===== config.mk =====
export PLATFORM = sky130hd
export DESIGN_NAME = cwk_cell
export DESIGN_NICKNAME = d
export VERILOG_FILES = /design/src/design/cwk_pkg.sv /design/src/design/cwk_cell.sv
export SDC_FILE = /design/constraint.sdc
export NUM_CORES = 1
export LEC_CHECK = 0
export BUFFER_PORTS_ARGS = -buffer_cell sky130_fd_sc_hd__buf_2
export CAP_MARGIN = 25
export CORE_MARGIN = 8
export CORE_UTILIZATION = 43
export CTS_CLUSTER_DIAMETER = 30
export CTS_CLUSTER_SIZE = 20
export DETAILED_ROUTE_END_ITERATION = 10
export PLACE_DENSITY_LB_ADDON = 0.12
export SKIP_CTS_REPAIR_TIMING = 1
export SYNTH_ARGS = -nofsm -noshare
export SYNTH_HDL_FRONTEND = slang
export SYNTH_SLANG_ARGS = --single-unit

===== constraint.sdc =====
create_clock -name i_clk -period 3.46 [get_ports i_clk]
set_input_delay 0.692 -clock i_clk [delete_from_list [all_inputs] [get_ports i_clk]]
set_output_delay 0.692 -clock i_clk [all_outputs]
set_load 0.05 [all_outputs]

===== src/design/cwk_pkg.sv =====
package cwk_pkg;

    localparam int MAX_TARGET = 255;
    localparam int MAX_LENGTH = 65536;
    localparam int RING_DEPTH = MAX_TARGET + 1;

    localparam int POS_W   = 17;
    localparam int FILL_W  = 9;
    localparam int IDX_W   = 8;
    localparam int CFG_W   = 8;
    localparam int TOTAL_W = 32;
    localparam int PROD_W  = 2 * POS_W;
    localparam int SUM_W   = PROD_W + 1;

    localparam logic [POS_W-1:0]   MAX_INDEX = POS_W'(MAX_LENGTH);
    localparam logic [TOTAL_W-1:0] TOTAL_MAX = '1;

    typedef struct packed {
        logic              clear;
        logic              shift;
        logic              write;
        logic [IDX_W-1:0]  wr_idx;
        logic [POS_W-1:0]  pos;
    } t_cell_ctrl;

    typedef struct packed {
        logic              valid;
        logic              last_op;
        logic [POS_W-1:0]  gap_after;
        logic [POS_W-1:0]  gap_before;
    } t_mac_op;

endpackage


===== src/design/cwk_cell.sv =====
module cwk_cell
    import cwk_pkg::*;
(
    input  logic              i_clk,
    input  t_cell_ctrl        i_ctrl,
    input  logic [IDX_W-1:0]  i_index,
    input  logic [POS_W-1:0]  i_right,
    output logic [POS_W-1:0]  o_pos
);

    logic [POS_W-1:0] r_pos;
    logic [POS_W-1:0] n_pos;

    always_comb begin
        n_pos = r_pos;
        if (i_ctrl.clear) begin
            if (i_index == '0) begin
                n_pos = '0;
            end
        end else if (i_ctrl.write && (i_index == i_ctrl.wr_idx)) begin
            n_pos = i_ctrl.pos;
        end else if (i_ctrl.shift) begin
            n_pos = i_right;
        end
    end

    always_ff @(posedge i_clk) begin
        r_pos <= n_pos;
    end

    assign o_pos = r_pos;

endmodule


# == After elaboration in Yosys (flattened, before gate mapping) ==
# Index checks and enable logic that the tools add are counted.
# classes
n_eq_ne,2
reduce_logical,4
n_mux,4
# op_table
operator,n
17-bit two-way mux,4
8-bit == test,1
8-bit logical NOT,1
3-bit nonzero test,1
"2-bit by 1-bit != test with 1-bit output, second input constant",1
2-bit AND reduction,1
1-bit logical AND,1
# word_totals
regBits,17
word_cells,11
output_inout_bits,17
input_bits,54

# == Longest topological paths before layout ==
# depth
ltp_word,4
depth_mapped,6
depth_no_buf,4

# == Least setup slack after synthesis ==
# No wires, ideal clock.
# synth_path
kind,input to register
from,input i_ctrl[22] (netlist bit)
to,"register r_pos[0], in the netlist o_pos[0], enable pin"
arrival_time_ns,2.565
setup_slack_ns,0.480
required_time_ns,3.045
n_path_buf,1
setup_time_ns,0.415
path_stages,5
cell_sequence,xnor2_1 > and4_1 > buf_6 > a31oi_1 > o21ai_0
# synth_via
elab_chain_len,4
# synth_lines
item,line_no,text
from (decl),cwk_cell.sv:5,"input t_cell_ctrl i_ctrl,"
8-bit == test,cwk_cell.sv:20,end else if (i_ctrl.write && (i_index == i_ctrl.wr_idx)) begin
1-bit logical AND,cwk_cell.sv:20,
3-bit nonzero test (no line),--,
2-bit AND reduction (no line),--,
to (signal assigned),cwk_cell.sv:28,r_pos <= n_pos;
to (decl),cwk_cell.sv:11,logic [POS_W-1:0] r_pos;
# No other way between the ends.
# A chain may end at the register's enable or synchronous reset.

# == Final worst setup path ==
# layout_path
from,input i_ctrl[19] (netlist bit)
to,"register r_pos[7], in the netlist o_pos[7], enable pin"
# Same word-level chain as after synthesis.

==> results.sh <==
export IMPL_wl_um=3136
export IMPL_power_leakage_nw=0.5500
export IMPL_ys_warn_count=0
export IMPL_grt_first_pass_wirelength_um=4892
export IMPL_dr_pass1_iters=4
export IMPL_gr_usage_all_layers_pct=13.48
export IMPL_ys_ff_latch=17
export IMPL_dpl_hpwl_um=2421
export IMPL_maxSlewHeadroom_pct=50.44
export IMPL_fin_cells=195
export IMPL_core_area_sq_um=2663
export IMPL_whs_ps=758.3
export IMPL_finalHoldViolCount=0
export IMPL_drv_slew=0
export IMPL_synth_area_leaders="edfxtp_1, o31ai_2, nand4_1"
export IMPL_cp_required_ps=3450
export IMPL_pin_count=71
export IMPL_place_ws_ps=1075
export IMPL_final_setup_tns_ps=0
export IMPL_cts_htree_levels=1
export IMPL_grt_pass1_vias=1062
export IMPL_largest_reg_flops=17
export IMPL_worst_hold_path_type="in -> reg"
export IMPL_slowest_delay_ps=560
export IMPL_start_util_pct=43.89
export IMPL_viasPerCell=5.564
export IMPL_grt_max_degree=20
export IMPL_drcViolationCount=0
export IMPL_syn_num_nets=152
export IMPL_area_growth_pct=25.27
export IMPL_fmax_mhz=478.4
export IMPL_nFillCells=248
export IMPL_num_antenna_cells=0
export IMPL_yosys_area_top_type_share_pct=43.68
export IMPL_clock_root_buffer="clkbuf_4"
export IMPL_critPathLaunchType="input port"
export IMPL_ys_async_sr_fraction_pct=0
export IMPL_die_y_um=68.13
export IMPL_design_area_sq_um=1464
export IMPL_maxCapViolations=0
export IMPL_worstPathMaxFanout=18
export IMPL_drive_gt1_share_pct=53.66
export IMPL_rsz0062_at_grt="no"
export IMPL_row_count=19
export IMPL_antenna_found_initial=0
export IMPL_placed_cells=191
export IMPL_avgSynthCellArea_sq_um=11.92
export IMPL_ctsLongestPathBuffers=2
export IMPL_finalWeightedCongestion=0.7773
export IMPL_die_area_sq_um=4642
export IMPL_ys_seq_area_share_pct=43.68
export IMPL_die_w_um=68.13
export IMPL_vias=1085
export IMPL_synth_edf_count=17
export IMPL_syn_inst=98
export IMPL_setup_ws_ps=1370
export IMPL_wire_per_inst_um=16.08
export IMPL_ys_top_cells_by_count="a21oi_1, edfxtp_1, nand4_1"
export IMPL_cts_buffers=3
export IMPL_place_area_sq_um=1438
export IMPL_critPathSlowestCell="and2_1"
export IMPL_cts_tree="built"
export IMPL_finalCritPeriodShare_pct=60.41
export IMPL_final_core_util_pct=54.98
export IMPL_ir_worst_vdd_mv=0.2331
export IMPL_fin_crit_ps=2090
export IMPL_critPathCaptureType="flip-flop"
export IMPL_cts_num_sinks=17
export IMPL_synth_ff_type="edfxtp_1"
export IMPL_antenna_left=0
export IMPL_clk_pin_slew_ps=100
export IMPL_status="complete, no violations"
export IMPL_first_iter_violations=56
export IMPL_power_density_nw_per_um2=351.3
export IMPL_fin_nets=219
export IMPL_finalSetupViolations=0
export IMPL_synth_top_area_cell="edfxtp_1"
export IMPL_cp_arrival_ps=2080
export IMPL_ys_types=21
export IMPL_syn_area_sq_um=1169
export IMPL_p_total_mw=0.5143
export IMPL_grt_overflow_total=0
export IMPL_critical_path_class="in -> reg"
export IMPL_tightest_slew_ps=741.6
export IMPL_port_buffers=70
export IMPL_cp_cell_sequence="buf_2 -> xnor2_1 -> and2_1 -> a31oi_1 -> o21ai_1 -> buf_4"
## final cells by class
cell class / count / area [sq um] / share of cell area [%]
multi-input combinational: 70 / 515.5 / 35.21
sequential: 17 / 510.5 / 34.87
tap: 31 / 38.79 / 2.650
clock buffer: 4 / 26.28 / 1.795
timing repair buffer: 73 / 372.9 / 25.47
## cell usage in the layout (no fill, tap or decap), types with 2 or more instances in the layout
cell      instances
buf_2            70
nand4_1          17
a21oi_1          17
edfxtp_1         17
o31ai_2          10
xnor2_1           8
o31ai_1           7
clkbuf_4          3
buf_4             3
nor4_1            2
## final timing paths
check	startpoint	end	slack (ps)	cells past startpoint
setup / recovery	i_ctrl[19]	o_pos[7]	1370	6
hold / removal	i_right[9]	o_pos[9]	760	3
## report_power, final
group / switching (mW) / leakage (nW) / internal (mW)
registers: 0.00323 / 0.148 / 0.242
logic: 0.113 / 0.387 / 0.0504
clock network: 0.0611 / 0.0150 / 0.0448
total: 0.177 / 0.550 / 0.337
## critical path, delay by kind of cell
family / cells / cell delay (ps)
compound gates: 2 / 290
xor+xnor: 1 / 170
buf+inv: 2 / 350
simple gates: 1 / 560
## metal layers
layer	track usage (%)	up-vias	share of wire (%)
met5	0	-	0
met4	3.836	0	0.67
li1	-	534	-
met1	18.22	486	42
met3	3.110	2	8.7
met2	20.98	63	49
## logic make-up after synthesis
logic type                share of synthesized area [%]
DFF                                               43.68
AOI/OAI and AO/OA                                 23.45
and+or+nand+nor                                   14.67
buffers and inverters                             12.20
xor gates and xnor gates                          5.996
Power figures use the tool's default switching activity.
