**config.mk**
```make
export PLATFORM = sky130hd
export DESIGN_NAME = cwk_mac
export DESIGN_NICKNAME = d
export VERILOG_FILES = /design/src/design/cwk_pkg.sv /design/src/design/cwk_mac.sv
export SDC_FILE = /design/constraint.sdc
export NUM_CORES = 1
export LEC_CHECK = 0
export BUFFER_PORTS_ARGS = -buffer_cell sky130_fd_sc_hd__buf_4
export CAP_MARGIN = 40
export CORE_MARGIN = 2
export CORE_UTILIZATION = 64
export DETAILED_ROUTE_END_ITERATION = 10
export MAX_ROUTING_LAYER = met4
export PLACE_DENSITY_LB_ADDON = 0.08
export REMOVE_ABC_BUFFERS = 1
export SYNTH_ARGS = -nofsm -noshare
export SYNTH_HDL_FRONTEND = slang
export SYNTH_SLANG_ARGS = --single-unit
```
**constraint.sdc**
```tcl
create_clock -name i_clk -period 7.96 [get_ports i_clk]
set_clock_uncertainty 0.1 [all_clocks]
set_input_delay 0.796 -clock i_clk [delete_from_list [all_inputs] [get_ports i_clk]]
set_output_delay 0.796 -clock i_clk [all_outputs]
set_load 0.02 [all_outputs]
```
**src/design/cwk_pkg.sv**
```systemverilog
package cwk_pkg;

    localparam int MAX_TARGET = 255;
    localparam int MAX_LENGTH = 65536;
    localparam int RING_DEPTH = MAX_TARGET + 1;

    localparam int POS_W   = 17;
    localparam int FILL_W  = 9;
    localparam int IDX_W   = 8;
    localparam int CFG_W   = 8;
    localparam int TOTAL_W = 32;
    localparam int PROD_W  = 2 * POS_W;
    localparam int SUM_W   = PROD_W + 1;

    localparam logic [POS_W-1:0]   MAX_INDEX = POS_W'(MAX_LENGTH);
    localparam logic [TOTAL_W-1:0] TOTAL_MAX = '1;

    typedef struct packed {
        logic              clear;
        logic              shift;
        logic              write;
        logic [IDX_W-1:0]  wr_idx;
        logic [POS_W-1:0]  pos;
    } t_cell_ctrl;

    typedef struct packed {
        logic              valid;
        logic              last_op;
        logic [POS_W-1:0]  gap_after;
        logic [POS_W-1:0]  gap_before;
    } t_mac_op;

endpackage

```
**src/design/cwk_mac.sv**
```systemverilog
module cwk_mac
    import cwk_pkg::*;
(
    input  logic                i_clk,
    input  logic                i_rst_n,
    input  logic                i_en,
    input  t_mac_op             i_op,
    input  logic                i_out_ready,
    output logic                o_out_valid,
    output logic [TOTAL_W-1:0]  o_window_count,
    output logic                o_stall
);

    logic                r_s1_valid;
    logic                r_s1_last;
    logic [POS_W-1:0]    r_s1_a;
    logic [POS_W-1:0]    r_s1_b;
    logic                r_s2_valid;
    logic                r_s2_last;
    logic [PROD_W-1:0]   r_prod;
    logic [TOTAL_W-1:0]  r_total;
    logic                r_out_valid;
    logic [TOTAL_W-1:0]  r_count;

    logic [SUM_W-1:0]    w_sum;
    logic [TOTAL_W-1:0]  w_sat;

    assign w_sum = {{(SUM_W-TOTAL_W){1'b0}}, r_total} + {1'b0, r_prod};
    assign w_sat = (w_sum[SUM_W-1:TOTAL_W] != '0) ? TOTAL_MAX : w_sum[TOTAL_W-1:0];
    assign o_stall = r_s2_valid && r_s2_last && r_out_valid && !i_out_ready;

    always_ff @(posedge i_clk) begin
        if (!i_rst_n) begin
            r_s1_valid  <= 1'b0;
            r_s1_last   <= 1'b0;
            r_s2_valid  <= 1'b0;
            r_s2_last   <= 1'b0;
            r_total     <= '0;
            r_out_valid <= 1'b0;
        end else begin
            if (r_out_valid && i_out_ready) begin
                r_out_valid <= 1'b0;
            end
            if (i_en) begin
                r_s1_valid <= i_op.valid;
                r_s1_last  <= i_op.last_op;
                r_s2_valid <= r_s1_valid;
                r_s2_last  <= r_s1_last;
                if (r_s2_valid) begin
                    if (r_s2_last) begin
                        r_total     <= '0;
                        r_out_valid <= 1'b1;
                    end else begin
                        r_total <= w_sat;
                    end
                end
            end
        end
    end

    always_ff @(posedge i_clk) begin
        if (i_en) begin
            r_s1_a <= i_op.gap_after;
            r_s1_b <= i_op.gap_before;
            r_prod <= PROD_W'(r_s1_a) * PROD_W'(r_s1_b);
            if (r_s2_valid && r_s2_last) begin
                r_count <= w_sat;
            end
        end
    end

    assign o_out_valid    = r_out_valid;
    assign o_window_count = r_count;

    // a held result is only replaced once it has been taken
    assert property (@(posedge i_clk) disable iff (!i_rst_n)
        (r_out_valid && !i_out_ready) |=> $stable(r_count))
        else $error("result overwritten while held");

    // nothing accumulates while the pipeline is held
    assert property (@(posedge i_clk) disable iff (!i_rst_n)
        o_stall |=> $stable(r_total))
        else $error("total moved during stall");

    // a stall lasts only while the output is blocked
    assert property (@(posedge i_clk) disable iff (!i_rst_n)
        o_stall |-> (r_out_valid && r_s2_last))
        else $error("stall without held result");

endmodule

```
* Yosys cells after proc, flatten, opt, wreduce, memory -nomap -nowiden *
Index checks and enable logic that the tools add are counted.

operators by class
  $add $sub $neg = 1
  multipliers = 1
  mux-type cells = 6
  reductions and logical operators = 8

operators by type and width
  operator             count
  $mux W32             2
  $add A32 B34 Y35     1
  $mul A17 B17 Y34     1
  $logic_and A1 B1 Y1  4
  $mux W1              4
  $reduce_and A2 Y1    2
  $reduce_bool A3 Y1   1
  $logic_not A1 Y1     1

storage, ports and cells
  register bits = 137
  bits of input ports = 40
  output and inout port bits = 34
  logic and storage cells = 26

* Longest topological paths before layout *
  word-level depth = 5
  mapped depth = 25
  mapped depth without buffers = 23

* Worst setup path after synthesis *
OpenSTA, ideal clock, no wires.

  kind = reg-to-reg
  start point = reg r_s1_a[11]
  end point = reg r_prod[32] (data pin)
  library setup time = 0.258 ns
  data arrival time = 5.907 ns
  required time = 7.602 ns
  path slack = 1.695 ns
  stages on the path, launching flop included = 21
  path buffers = 1
  clock period less this slack = 6.265 ns
  cell sequence = edfxtp_1 > clkbuf_1 > nand2_1 > fa_1 > fa_1 > fa_1 > inv_1 > fa_1 > fa_1 > inv_1 > fa_1 > inv_1 > ha_1 > and3_1 > a41o_1 > nor4_2 > o32ai_1 > a221oi_1 > o21bai_1 > a221o_1 > xor2_1

on the way
  cells in the longest elaborated chain, start to end = 1

RTL lines
  element                 line           text
  start, declared         cwk_mac.sv:16  logic [POS_W-1:0] r_s1_a;
  start signal, assigned  cwk_mac.sv:63  r_s1_a <= i_op.gap_after;
  $mul A17 B17 Y34        cwk_mac.sv:65  r_prod <= PROD_W'(r_s1_a) * PROD_W'(r_s1_b);
  end signal, assigned    cwk_mac.sv:65
  end, declared           cwk_mac.sv:20  logic [PROD_W-1:0] r_prod;

No other way between the ends.
A chain may end at the register's enable or synchronous reset.

* Worst setup path in the final report *
  start point = reg r_s1_a[10]
  end point = reg r_prod[32] (data pin)

Same word-level chain as after synthesis.

==> impl_metrics.json <==
{
  "synth_edf_count": 100,
  "synthTopCellsByCount": "inv_1, fa_1, nand2_1",
  "clock_sinks": 137,
  "relSlewSlack_pct": 45.4,
  "synthArstFlopShare_pct": 0,
  "grt_max_degree": 47,
  "cts_tree": "yes",
  "cts_made_buffers": 17,
  "core.rowCount": 57,
  "yosysWarnings": 0,
  "cp.arrival_ps": 6900,
  "htree_levels": 4,
  "drive_gt1_share_pct": 8.72,
  "cts_setup_buffers": 0,
  "start_util_pct": 64.9,
  "synthTopCellsByArea": "fa_1, edfxtp_1, ha_1, inv_1, and2_1",
  "finalInstanceArea_um2": 17000,
  "criticalPathCategory": "flop to flop",
  "outcome": "completed",
  "synth_most_common_cell": "inv_1",
  "diodes": 0,
  "rsz0062_at_grt": "false",
  "finalSetupTns_ps": 0,
  "dr.pass1.iters": 5,
  "setup.worst_path.start_class": "flop",
  "core-area_um2": 24200,
  "num_io_pins": 74,
  "setup_viol": 0,
  "synth_area_leader_cell": "fa_1",
  "clk_path_buf_depth": 2,
  "grt_pass1_wl_um": 56300,
  "die_w_um": 161,
  "cts_resized": 0,
  "synth_cell_types": 65,
  "routed_wl_um": 33700,
  "rrSetupSlack_ps": 1150,
  "synth-seq-cells": 137,
  "io_buffers": 73,
  "netlist_area_um2": 15700,
  "vias_per_cell": 5.57,
  "grtUsageTotal_pct": 28.5,
  "grt-ovfl-total": 0,
  "avgSynthCellArea_um2": 9.88,
  "synthCells": 1588,
  "clk_latency_ps": 440,
  "worstPathRequired_ps": 8050,
  "fillers": 1864,
  "fmax_ghz": 0.147,
  "cts_root_buffer": "clkbuf_16",
  "finalWeightedCongestion": 0.914,
  "drv_slew": 0,
  "synth-main-ff-cell": "edfxtp_1",
  "grt_pass1_vias": 11113,
  "dieArea_um2": 25800,
  "vias": 10927,
  "final_antenna_net_count": 0,
  "synth.top_cell.area_share_pct": 28.7,
  "die_height_um": 161,
  "seq_area_frac_synth_pct": 23.9,
  "cp_max_fo": 17,
  "wl_per_cell_um": 17.2,
  "cp-end-kind": "flop",
  "post-route-period-util_pct": 85.6,
  "antenna_found_initial": 0,
  "finalWorstPathRequiredPeriod_ps": 6810,
  "hold_viol": 0,
  "holdBufCountCts": 0,
  "drc": 0,
  "clk_pin_slew_worst_paths_ps": 70,
  "drtIter0Drc": 825,
  "fin_nets": 2031,
  "hp-class": "flop to flop",
  "placed_cell_area_um2": 16400,
  "hpwl_um": 25900,
  "cap_violations": 0,
  "worstMarginPinSlew_ps": 808,
  "synthToLayoutAreaGrowth_pct": 8.48
}
-- layout by cell type (no fill, tap or decap), drive strengths merged, types with 3 or more instances in the layout --
| master | instances |
|---|---|
| a211o | 5 |
| a211oi | 7 |
| a21boi | 3 |
| a21o | 31 |
| a21oi | 50 |
| a221oi | 4 |
| a22o | 32 |
| a31o | 4 |
| a31oi | 7 |
| a41o | 4 |
| and2 | 135 |
| and3 | 7 |
| and4 | 4 |
| buf | 78 |
| clkbuf | 19 |
| clkinv | 3 |
| clkinvlp | 3 |
| dfxtp | 37 |
| edfxtp | 100 |
| fa | 225 |
| ha | 140 |
| inv | 313 |
| mux2i | 4 |
| nand2 | 212 |
| nand2b | 14 |
| nand3 | 13 |
| nand4 | 10 |
| nor2 | 29 |
| nor2b | 8 |
| nor3 | 5 |
| o211ai | 4 |
| o21a | 8 |
| o21ai | 31 |
| o21bai | 8 |
| o31ai | 4 |
| xnor2 | 35 |
| xor2 | 17 |
-- layout make-up --
cell class | count | area (um^2) | share of cell area (%)
clock buffers | 19 | 454 | 2.67
clock inverters | 13 | 128 | 0.750
inverters | 306 | 1150 | 6.75
multi-input cells | 1086 | 10600 | 62.0
flip-flops and latches | 137 | 3740 | 22.0
well taps | 324 | 405 | 2.38
repair buffers | 78 | 586 | 3.44
-- per-layer routing --
| layer | vias up | wire, um | global-route usage [%] |
|---|---|---|---|
| li1 | 5144 | - | - |
| met1 | 5331 | 15400 | 40.3 |
| met2 | 397 | 15600 | 44.0 |
| met3 | 55 | 2010 | 3.90 |
| met4 | 0 | 723 | 7.66 |
| met5 | - | 0 | - |
-- critical path, stage by stage, from the launching register on --
cell and delay, ps:
edfxtp_1 760, nand2_1 190, fa_1 540, fa_1 570, fa_1 460, fa_1 540, inv_1 50, fa_1 470
inv_1 50, fa_1 470, inv_1 40, ha_1 340, and3_1 190, a41o_1 250, nor4_2 300, o32ai_1 250
a221oi_1 310, o21bai_1 170, a221o_1 360, xor2_1 140
-- through the flow --
step / hold WS, ps / utilization (%) / std cells / worst slack, ps
after floorplan: 346 / - / 1529 / 1740
after global placement: 363 / 68.0 / 1931 / 1270
after detailed placement: 364 / 68.0 / 1931 / 1160
after CTS: 387 / 70.4 / 1963 / 1160
after global routing: 400 / 70.4 / 1963 / 822
final: 384 / 70.4 / 1963 / 1150
-- logic make-up after synthesis --
family                   after synthesis  synth area share (%)
AO/OA/AOI/OAI                        218                  9.85
buffers and inverters                365                  8.89
flip-flops                           137                  23.9
XOR/XNOR                              52                  2.90
adder cells (fa/ha/maj)              365                  39.9
multiplexers                           4                 0.255
AND/OR/NAND/NOR                      447                  14.4
-- final timing paths --
kind | start | endpoint | cells after the start
setup / recovery | r_s1_a[10] | r_prod[32] | 19
hold / removal | r_total[2] | r_total[2] | 1
setup reg to reg | r_s1_a[10] | r_prod[32] | 19
hold reg to reg | r_total[2] | r_total[2] | 1
-- state kept, by name (all words and copies together) (netlist names) --
register,flops
r_prod,34
o_window_count,32
r_total,32
r_s1_a,17
r_s1_b,17
o_out_valid,1
r_s1_last,1
r_s1_valid,1
r_s2_last,1
r_s2_valid,1
Power is not shown: default switching activity piles up to over one toggle a cycle in this logic, so the estimate is an artifact.
